### src/design/lpc_pkg.sv
package lpc_pkg;

  // Pipeline depth: darken multiply, reciprocal multiply, blend, result.
  localparam int unsigned NumStages = 4;

  localparam int unsigned PixW     = 8;
  localparam int unsigned NumChan  = 3;
  localparam int unsigned CfgIdxW  = 2;
  localparam int unsigned CfgDataW = 24;

  // Darkening: numerator is (510 - m) * 5 * d + m, below 2^20.
  localparam int unsigned DarkNumW  = 20;
  localparam int unsigned DarkProdW = 40;
  localparam logic [8:0] ShadowFull = 9'd510;
  // floor(x / 2550) == (x * 842151) >> 31 for every x below 2^20.
  localparam logic [DarkNumW-1:0] DarkRecip = 20'd842151;
  localparam int unsigned DarkShift = 31;

  // Blend: weighted sum is below 2^16.
  localparam int unsigned BlendSumW  = 16;
  localparam int unsigned BlendProdW = 32;
  // floor(x / 255) == (x * 0x8081) >> 23 for every x up to 66051.
  localparam logic [BlendSumW-1:0] BlendRecip = 16'h8081;
  localparam int unsigned BlendShift = 23;

  // Register reset values.
  localparam logic [1:0]          ModeReset    = 2'd0;
  localparam logic [PixW-1:0]     OpacityReset = 8'd255;
  localparam logic [CfgDataW-1:0] KeyReset     = 24'hFFFFFF;

  typedef enum logic [CfgIdxW-1:0] {
    RegLayerMode    = 2'd0,
    RegOpacity      = 2'd1,
    RegKeyColor     = 2'd2,
    RegShadowEnable = 2'd3
  } lpc_reg_e;

  typedef enum logic [1:0] {
    ModeOpaque = 2'd0,
    ModeBlend  = 2'd1,
    ModeKey    = 2'd2
  } lpc_mode_e;

  typedef struct packed {
    logic [PixW-1:0] dest_red;
    logic [PixW-1:0] dest_green;
    logic [PixW-1:0] dest_blue;
    logic [PixW-1:0] src_red;
    logic [PixW-1:0] src_green;
    logic [PixW-1:0] src_blue;
    logic            src_covers;
    logic [PixW-1:0] shadow_value;
  } lpc_in_t;

  typedef struct packed {
    logic [PixW-1:0] out_red;
    logic [PixW-1:0] out_green;
    logic [PixW-1:0] out_blue;
  } lpc_out_t;

  // Darkened destination and source between the two halves of the pipe.
  typedef struct packed {
    logic [NumChan-1:0][PixW-1:0] e;
    logic [NumChan-1:0][PixW-1:0] s;
    logic                         covers;
    logic                         key_hit;
  } lpc_mid_t;

  // Per-stage load enables from the pipeline control.
  typedef struct packed {
    logic [NumStages-1:0] load;
  } lpc_ctrl_t;

endpackage

### src/design/lpc_ctrl.sv
module lpc_ctrl
  import lpc_pkg::*;
(
  input  logic      clk_i,
  input  logic      rst_ni,
  input  logic      in_valid_i,
  input  logic      out_stall_i,
  output logic      in_stall_o,
  output logic      out_valid_o,
  output lpc_ctrl_t ctrl_o
);

  logic [NumStages-1:0] valid_q;
  logic [NumStages-1:0] valid_d;
  logic [NumStages-1:0] en;

  // A stage may load when it is empty or when its contents move on.
  always_comb begin
    en[NumStages-1] = !valid_q[NumStages-1] || !out_stall_i;
    for (int k = NumStages - 2; k >= 0; k--) begin
      en[k] = !valid_q[k] || en[k+1];
    end
  end

  // Valid bits follow the data through the stages.
  always_comb begin
    valid_d = valid_q;
    if (en[0]) begin
      valid_d[0] = in_valid_i;
    end
    for (int k = 1; k < NumStages; k++) begin
      if (en[k]) begin
        valid_d[k] = valid_q[k-1];
      end
    end
  end

  always_ff @(posedge clk_i or negedge rst_ni) begin
    if (!rst_ni) begin
      valid_q <= '0;
    end else begin
      valid_q <= valid_d;
    end
  end

  assign ctrl_o.load = en;
  assign in_stall_o  = !en[0];
  assign out_valid_o = valid_q[NumStages-1];

endmodule

### src/design/lpc_shadow.sv
module lpc_shadow
  import lpc_pkg::*;
(
  input  logic                clk_i,
  input  logic [1:0]          load_i,
  input  lpc_in_t             pix_i,
  input  logic                shadow_en_i,
  input  logic [CfgDataW-1:0] key_color_i,
  output lpc_mid_t            mid_o
);

  logic [NumChan-1:0][PixW-1:0]     d;
  logic [NumChan-1:0][PixW-1:0]     s;
  logic [8:0]                       inv_m;
  logic [11:0]                      weight;
  logic [NumChan-1:0][DarkNumW-1:0] num_d;
  logic [NumChan-1:0][DarkNumW-1:0] num_q;
  logic [NumChan-1:0][PixW-1:0]     d1_q;
  logic [NumChan-1:0][PixW-1:0]     s1_q;
  logic                             covers1_q;
  logic                             hit1_q;
  logic                             hit_d;
  logic [NumChan-1:0][DarkProdW-1:0] prod;
  lpc_mid_t                         mid_d;
  lpc_mid_t                         mid_q;

  assign d = {pix_i.dest_red, pix_i.dest_green, pix_i.dest_blue};
  assign s = {pix_i.src_red, pix_i.src_green, pix_i.src_blue};

  // First stage: darkening numerator (510 - m) * 5 * d + m per channel.
  assign inv_m  = ShadowFull - {1'b0, pix_i.shadow_value};
  assign weight = {1'b0, inv_m, 2'b00} + {3'b000, inv_m};
  assign hit_d  = (s == key_color_i);

  always_comb begin
    for (int c = 0; c < NumChan; c++) begin
      num_d[c] = DarkNumW'(weight) * DarkNumW'(d[c]) + DarkNumW'(pix_i.shadow_value);
    end
  end

  always_ff @(posedge clk_i) begin
    if (load_i[0]) begin
      num_q     <= num_d;
      d1_q      <= d;
      s1_q      <= s;
      covers1_q <= pix_i.src_covers;
      hit1_q    <= hit_d;
    end
  end

  // Second stage: divide by 2550 through the reciprocal multiply.
  always_comb begin
    for (int c = 0; c < NumChan; c++) begin
      prod[c] = DarkProdW'(num_q[c]) * DarkProdW'(DarkRecip);
      mid_d.e[c] = shadow_en_i ? prod[c][DarkShift +: PixW] : d1_q[c];
    end
    mid_d.s       = s1_q;
    mid_d.covers  = covers1_q;
    mid_d.key_hit = hit1_q;
  end

  always_ff @(posedge clk_i) begin
    if (load_i[1]) begin
      mid_q <= mid_d;
    end
  end

  assign mid_o = mid_q;

endmodule

### src/design/lpc_blend.sv
module lpc_blend
  import lpc_pkg::*;
(
  input  logic            clk_i,
  input  logic [1:0]      load_i,
  input  lpc_mid_t        mid_i,
  input  logic [1:0]      mode_i,
  input  logic [PixW-1:0] opacity_i,
  output lpc_out_t        pix_o
);

  logic [PixW-1:0]                     inv_a;
  logic [NumChan-1:0][BlendSumW-1:0]   sum_d;
  logic [NumChan-1:0][BlendSumW-1:0]   sum_q;
  lpc_mid_t                            mid_q;
  logic [NumChan-1:0][BlendProdW-1:0]  prod;
  logic [NumChan-1:0][PixW-1:0]        res;
  lpc_out_t                            pix_d;
  lpc_out_t                            pix_q;

  // Third stage: weighted sum (255 - a) * e + a * s.
  assign inv_a = 8'd255 - opacity_i;

  always_comb begin
    for (int c = 0; c < NumChan; c++) begin
      sum_d[c] = BlendSumW'(inv_a) * BlendSumW'(mid_i.e[c])
               + BlendSumW'(opacity_i) * BlendSumW'(mid_i.s[c]);
    end
  end

  always_ff @(posedge clk_i) begin
    if (load_i[0]) begin
      sum_q <= sum_d;
      mid_q <= mid_i;
    end
  end

  // Fourth stage: divide by 255 and pick the result for the layer mode.
  always_comb begin
    for (int c = 0; c < NumChan; c++) begin
      prod[c] = BlendProdW'(sum_q[c]) * BlendProdW'(BlendRecip);
      res[c]  = mid_q.e[c];
      if (mid_q.covers) begin
        case (mode_i)
          ModeOpaque: res[c] = mid_q.s[c];
          ModeBlend:  res[c] = prod[c][BlendShift +: PixW];
          ModeKey:    res[c] = mid_q.key_hit ? mid_q.e[c] : mid_q.s[c];
          default:    res[c] = mid_q.e[c];
        endcase
      end
    end
    pix_d.out_red   = res[2];
    pix_d.out_green = res[1];
    pix_d.out_blue  = res[0];
  end

  always_ff @(posedge clk_i) begin
    if (load_i[1]) begin
      pix_q <= pix_d;
    end
  end

  assign pix_o = pix_q;

endmodule

### src/design/layer_pixel_compositor_unit.sv
// An accepted request moves through the stage registers in order and shows at out_valid_o from the last one.
// Four stages (darken multiply, reciprocal multiply, blend, result); the first loads at the accepting edge.
// Throughput: one pixel per clock while the output is not stalled; each stage holds one pixel and refills as it drains.
// While the output is stalled, the empty stages behind it keep taking requests.
// Reset clears all stage valid bits and loads the register defaults:
// opaque mode, opacity 255, key color white, shadow off.
module layer_pixel_compositor_unit
  import lpc_pkg::*;
(
  input  logic                clk_i,
  input  logic                rst_ni,
  input  logic                in_valid_i,
  output logic                in_stall_o,
  input  lpc_in_t             in_data_i,
  output logic                out_valid_o,
  input  logic                out_stall_i,
  output lpc_out_t            out_data_o,
  input  logic                cfg_valid_i,
  output logic                cfg_ready_o,
  input  logic [CfgIdxW-1:0]  cfg_index_i,
  input  logic [CfgDataW-1:0] cfg_data_i
);

  logic [1:0]          mode_q;
  logic [PixW-1:0]     opacity_q;
  logic [CfgDataW-1:0] key_q;
  logic                shadow_en_q;
  lpc_ctrl_t           ctrl;
  lpc_mid_t            mid;

  // Configuration registers; writes are always taken.
  assign cfg_ready_o = 1'b1;

  always_ff @(posedge clk_i or negedge rst_ni) begin
    if (!rst_ni) begin
      mode_q      <= ModeReset;
      opacity_q   <= OpacityReset;
      key_q       <= KeyReset;
      shadow_en_q <= 1'b0;
    end else if (cfg_valid_i && cfg_ready_o) begin
      unique case (lpc_reg_e'(cfg_index_i))
        RegLayerMode:    mode_q      <= cfg_data_i[1:0];
        RegOpacity:      opacity_q   <= cfg_data_i[PixW-1:0];
        RegKeyColor:     key_q       <= cfg_data_i;
        RegShadowEnable: shadow_en_q <= cfg_data_i[0];
        default:         mode_q      <= mode_q;
      endcase
    end
  end

  // Stage valid bits and load enables.
  lpc_ctrl u_ctrl (
    .clk_i       (clk_i),
    .rst_ni      (rst_ni),
    .in_valid_i  (in_valid_i),
    .out_stall_i (out_stall_i),
    .in_stall_o  (in_stall_o),
    .out_valid_o (out_valid_o),
    .ctrl_o      (ctrl)
  );

  // Shadow darkening and key compare.
  lpc_shadow u_shadow (
    .clk_i       (clk_i),
    .load_i      (ctrl.load[1:0]),
    .pix_i       (in_data_i),
    .shadow_en_i (shadow_en_q),
    .key_color_i (key_q),
    .mid_o       (mid)
  );

  // Blend and layer mode selection.
  lpc_blend u_blend (
    .clk_i     (clk_i),
    .load_i    (ctrl.load[3:2]),
    .mid_i     (mid),
    .mode_i    (mode_q),
    .opacity_i (opacity_q),
    .pix_o     (out_data_o)
  );

endmodule

### config.mk
export PLATFORM = sky130hd
export DESIGN_NAME = layer_pixel_compositor_unit
export DESIGN_NICKNAME = d
export VERILOG_FILES = /design/src/design/lpc_pkg.sv /design/src/design/lpc_ctrl.sv /design/src/design/lpc_shadow.sv /design/src/design/lpc_blend.sv /design/src/design/layer_pixel_compositor_unit.sv
export SDC_FILE = /design/constraint.sdc
export NUM_CORES = 2
export LEC_CHECK = 0
export BUFFER_PORTS_ARGS = -buffer_cell sky130_fd_sc_hd__buf_2
export CAP_MARGIN = 15
export CELL_PAD_IN_SITES_DETAIL_PLACEMENT = 0
export CELL_PAD_IN_SITES_GLOBAL_PLACEMENT = 1
export CORE_ASPECT_RATIO = 1.5
export CORE_MARGIN = 3
export CORE_UTILIZATION = 55
export CTS_CLUSTER_DIAMETER = 60
export DETAILED_ROUTE_END_ITERATION = 7
export PLACE_DENSITY = 0.89
export SKIP_CTS_REPAIR_TIMING = 1
export SLEW_MARGIN = 20
export SYNTH_ARGS = -nofsm -noshare
export SYNTH_HDL_FRONTEND = slang
export SYNTH_HIERARCHICAL = 1
export SYNTH_SLANG_ARGS = --single-unit
### constraint.sdc
create_clock -name clk_i -period 14.4 [get_ports clk_i]
set_clock_uncertainty 0.05 [all_clocks]
set_input_delay 2.88 -clock clk_i [delete_from_list [all_inputs] [get_ports clk_i]]
set_output_delay 2.88 -clock clk_i [all_outputs]
set_load 0.01 [all_outputs]
# Yosys cells after proc, flatten, opt, wreduce, memory -nomap -nowiden
# Index checks and enable logic that the tools add are counted.
[totals]
out_inout_bits = 27
ff_bits = 321
input_bits = 88
word_cells = 99
[op_classes]
multipliers = 15
n_eq_ne = 6
n_reduce_logical = 16
add_sub_neg = 9
mux = 12
[ops]
columns = ["operator", "count"]
rows = [
  ["20-bit by 20-bit multiplier with 39-bit output (second input constant)", 3],
  ["8-bit by 8-bit multiplier with 16-bit output", 6],
  ["16-bit by 16-bit multiplier with 31-bit output (second input constant)", 3],
  ["8-bit 2-to-1 mux", 9],
  ["8-bit one-hot mux with 3 select lines", 3],
  ["20-bit by 8-bit adder with 20-bit output", 3],
  ["12-bit by 8-bit multiplier with 20-bit output", 3],
  ["16-bit adder", 3],
  ["24-bit equality test", 1],
  ["11-bit by 9-bit adder with 12-bit output", 1],
  ["9-bit by 8-bit subtractor with 9-bit output (first input constant)", 1],
  ["2-bit AND reduction", 4],
  ["8-bit subtractor (first input constant)", 1],
  ["2-bit equality test (second input constant)", 3],
  ["1-bit zero test", 6],
  ["2-bit by 1-bit equality test with 1-bit output (second input constant)", 2],
  ["2-bit zero test", 2],
  ["1-bit logical OR", 4],
]

# Logic depth before layout (Yosys ltp)
[depth]
ltp_word = 6
mapped_depth = 28

# Cells and area by module
# The synthesis kept the hierarchy.
[modules_own_cells]
columns = ["mod", "cells_per_inst", "instances", "area_per_inst_um2", "seq_area_each_um2"]
rows = [
  ["lpc_shadow", 3585, 1, 37309.5, 4804.6],
  ["lpc_blend", 2051, 1, 20772.4, 3663.5],
  ["layer_pixel_compositor_unit", 78, 1, 1462.7, 915.9],
  ["lpc_ctrl", 14, 1, 167.7, 100.1],
]

# Worst setup path before layout
# Ideal clock, no wire load.
[synth_timing]
kind = "input to register"
from = "in in_data_i[0] in the netlist's numbering"
to = "reg u_shadow/num_q[59] in the netlist's numbering, data pin"
path_slack_ns = 5.411
stages = 24
setup_ns = 0.261
arrival_time_ns = 8.678
cell_sequence = "ha_1 -> clkbuf_1 -> xnor2_1 -> ha_1 -> a21oi_1 -> o31a_1 -> o21ai_2 -> a21oi_2 -> or3_4 -> buf_6 -> and3_1 -> fa_1 -> fa_1 -> fa_1 -> inv_1 -> fa_1 -> inv_1 -> ha_1 -> nand2_1 -> a211oi_1 -> o21ai_0 -> a311oi_1 -> nor4_1 -> a311o_1"
[synth_lines]
columns = ["element", "line_no", "source"]
rows = [
  ["start: declaration", "layer_pixel_compositor_unit.sv:14", "input lpc_in_t in_data_i,"],
  ["end signal: assignment", "lpc_shadow.sv:43", "num_q <= num_d;"],
  ["end: declaration", "lpc_shadow.sv:17", "logic [NumChan-1:0][DarkNumW-1:0] num_q;"],
]

==> impl.org <==
** Detailed routing
- After detailed routing, the average wire length per cell comes to 19.20 um.
- The first routing iteration left ~1,700 violations.
- Via density per instance :: about 5.5
- The pre-antenna-repair detailed-routing pass consisted of 5 iterations.
- The count of nets left with antenna violations once routing finished came out at 0.
- The routed layout has between 30,000 and 40,000 vias.
- DRC violations left :: 0
- Detailed Route WL :: 139,100 um

** Cells and area
- Final nets :: around 8,000
- The layout has 9,221 filler cells.
- In the final layout, the share of cells above drive strength 1 is about 5.7%.
- Area grow syn2layout :: 5.785%

** Floorplanning
- Io pins :: roughly 120
- Die width :: roughly 280 um
- Number of standard-cell rows in the floorplan :: about 150
- Initial standard-cell utilization of the core :: between 50 and 60%
- Full die area :: between 0.1 and 0.15 mm^2
- Die Height :: around 410 um
- In this run the standard cell core region covers about 0.11 mm^2.

** Critical path
- The worst setup path is launched from an input port.
- The critical path goes through buf_2 > ha_1 > inv_1 > maj3_2 > a21oi_2 > o31ai_2 > or4_1 > nand4_2 > and2_1 > ha_1 > inv_1 > fa_1 > inv_1 > fa_1 > inv_1 > fa_1 > inv_1 > ha_1 > a2111oi_0 > a211oi_1 > o21ai_0 > a311oi_1 > a311o_1.
- Among all stages on the critical path, the largest delay is contributed by a2111oi_0.
- Stage delay of the slowest cell on the critical path :: 0.64 ns
- The critical path contains buffers and inverters numbering 6 combined.
- The setup path with the least slack is of type in -> reg.
- The kind of cell with the highest combined delay along the critical path is adder cells.
- In this run the worst path has a maximum fanout of 30.
- CP arrival :: around 11 ns
- Dominant cell type by count on the critical path :: inv_1
- STA classifies the critical path endpoint as a flip-flop.
- Data required time of the worst path :: ~15 ns

** Logic synthesis
- Yosys printed 6 warnings.
- Leading register cell type out of synthesis :: edfxtp_1
- The most common cell in the synthesized netlist is inv_1.
- Synth Area in XOR/XNOR :: approximately 2.6%
- Of the total synthesized cell area, the portion taken by full adders, half adders and majority gates is 55.33%.
- Post-synth top area share :: between 30% and 40%
- Summed over all instances, the cell type with the most area after synthesis is fa_1.
- Proportion of synthesized area in mux cells :: 1.123%
- Dominant combinational cell family by area after synthesis :: adder cells
- Synthesis produced a netlist whose cell count is approximately 5,700.
- FF+latch count, synth :: 321
- Dividing the synthesized area by the synthesized cell count gives 10.42 um^2.
- Fraction of the mapped netlist area in compound gates :: around 5.3%
- Cell area after technology mapping :: 0.05971 mm^2
- By area the synthesized netlist is led by fa_1 32%, ha_1 23%, edfxtp_1 14%.
- Seq/Total Area, Yosys :: between 10% and 20%
- The number of different library cells used by synthesis comes to ~90.
- Fraction of registers with async set/reset :: about 12%
- Synth Area in Simple Gates :: about 9.9%
- Yosys mapped a number of flops with a built-in enable equal to 282.
- Top post-synthesis cells by count :: 1,443 x inv_1, 1,094 x ha_1, 966 x fa_1

** Run status
- Result of the run :: completed

** CTS
- Number of H-tree levels :: 2
- Clk_lat worst skew :: approximately 0.57 ns
- TritonCTS built the clock tree.
- Clk sinks :: about 320
- In this run the deepest clock path goes through 3 buffers.
- After clock tree synthesis, the clock-pin slew on the worst setup and hold paths is approximately 0.06 ns.
- Library cell used as clock root buffer :: clkbuf_16
- The number of clock buffers added by TritonCTS is 40.

** Worst hold path
- Worst hold path type :: reg -> reg

** STA
- Of the available clock period, the critical path in the final layout requires between 70 and 80%.
- Headroom to the max-slew limit came out at a little over 30%.
- At the pin with the least slew margin, the transition time is around 1.0 ns.
- Slew Limit Fails :: 0
- Setup repair after global routing left no endpoint under its margin.
- Peak Freq :: 97.12 MHz
- Setup violations remaining at the end of the flow were counted as 0.
- Shortest period the worst path allows :: just over 10 ns
- Endpoints failing hold :: 0
- Total negative setup slack :: 0 ns

** Place
- Once detailed placement completed, the half-perimeter wirelength came to around 110,000 um.
- In this run the tool buffered the top-level ports with 113 buffer cells.
- Routability Congestion :: between 0.9 and 1

** Global routing
- Wire length of the first global-routing pass :: between 200,000 and 250,000 um
- GRT overflow :: 0
- The number of antenna violations at the first check in global routing was 7.
- In the global route stage, overall resource usage came out at about 26%.
- Vias in the first global route :: between 40,000 and 50,000
- Entering global routing, the biggest net connects 66 pins.

** Job
- Max-capacitance violation count :: 0
metrics by stage:
step / utilization, % / area, um^2 / std cells / hold slack, ns / setup slack (ns)
2_1_floorplan: - / 59720 / 5730 / 0.3503 / 5.411
3_3_place_gp: 57.52 / 61790 / 7167 / 0.3512 / 3.724
3_5_place_dp: 57.52 / 61790 / 7167 / 0.3554 / 3.606
4_1_cts: 58.79 / 63150 / 7239 / 0.3671 / 4.202
5_1_grt: 58.80 / 63150 / 7241 / 0.3755 / 3.655
6_report: 58.81 / 63170 / 7246 / 0.3687 / 4.104
path summary, 6_finish.rpt:
check	from	to	slack, ns	cells after the start
max reg2reg	u_shadow/num_q[34]	u_shadow/mid_o[39]	6.93	20
min reg2reg	u_shadow/mid_o[0]	u_blend/mid_q[0]	0.37	0
min in group asynchronous	rst_ni	u_ctrl/valid_q[0]	2.40	1
max in group asynchronous	rst_ni	shadow_en_q	11.28	1
max	in_data_i[0]	u_shadow/num_q[59]	4.10	23
min	u_shadow/mid_o[0]	u_blend/mid_q[0]	0.37	0
layout make-up:
class / instances / area (um^2) / area share, %
flip-flops and latches: 321 / 9484 / 15.01
repair buffers: 136 / 738.2 / 1.169
clock inverters: 25 / 331.6 / 0.5249
well taps: 1415 / 1770 / 2.803
inverters: 1444 / 5420 / 8.581
diodes: 7 / 17.52 / 0.02773
clock buffers: 47 / 1027 / 1.626
multi-input cells: 3851 / 44380 / 70.25
kinds of logic after synthesis:
kind of cell,Yosys count
AND/OR/NAND/NOR,1068
multiplexers,53
adder cells (fa/ha/maj),2061
flip-flops,321
buffers and inverters,1558
other,2
XOR/XNOR,178
AO/OA/AOI/OAI,487
routing by layer:
metal	track usage (%)	vias up	routed length, um
met5	0	-	17
met3	2.314	280	5006
met1	29.36	20100	52770
met2	49.23	888	75430
met4	9.493	4	5876
li1	-	18250	-
registers in the layout, indices dropped and copies added (netlist names):
signal / flops
u_shadow/num_q: 60
u_blend/mid_q: 50
u_shadow/mid_o: 50
u_blend/sum_q: 48
key_q: 24
u_blend/pix_o: 24
u_shadow/d1_q: 24
u_shadow/mid_d: 24
opacity_q: 8
u_ctrl/valid_q: 4
mode_q: 2
shadow_en_q: 1
u_shadow/covers1_q: 1
u_shadow/hit1_q: 1
cell usage in the layout, fill, tap and decap left out, types with 15 or more instances in the layout:
master     Yosys  final
inv_1       1443   1443
ha_1        1094   1094
fa_1         966    966
and2_1       303    303
edfxtp_1     282    282
nand2_1      240    239
a21oi_1      144    144
nor2b_1      131    131
xnor2_1      118    116
buf_2          5    113
nand2b_1     100    100
nor2_1        82     82
o21ai_0       82     82
a21o_1        60     60
xor2_1        59     58
nand3_1       47     46
clkbuf_16      0     40
and3_1        36     36
nor3_1        35     35
mux2_2        32     32
dfstp_2       32     32
a31oi_1       32     32
nand4_1       27     27
buf_4          2     23
o211ai_1      21     21
mux2_4        20     20
o21a_1        16     16
o22ai_1       15     15
a211oi_1      15     15
Power is left out: the tool's default activity adds up to more than one toggle a clock period on the data nets, which glitch-free logic cannot reach.
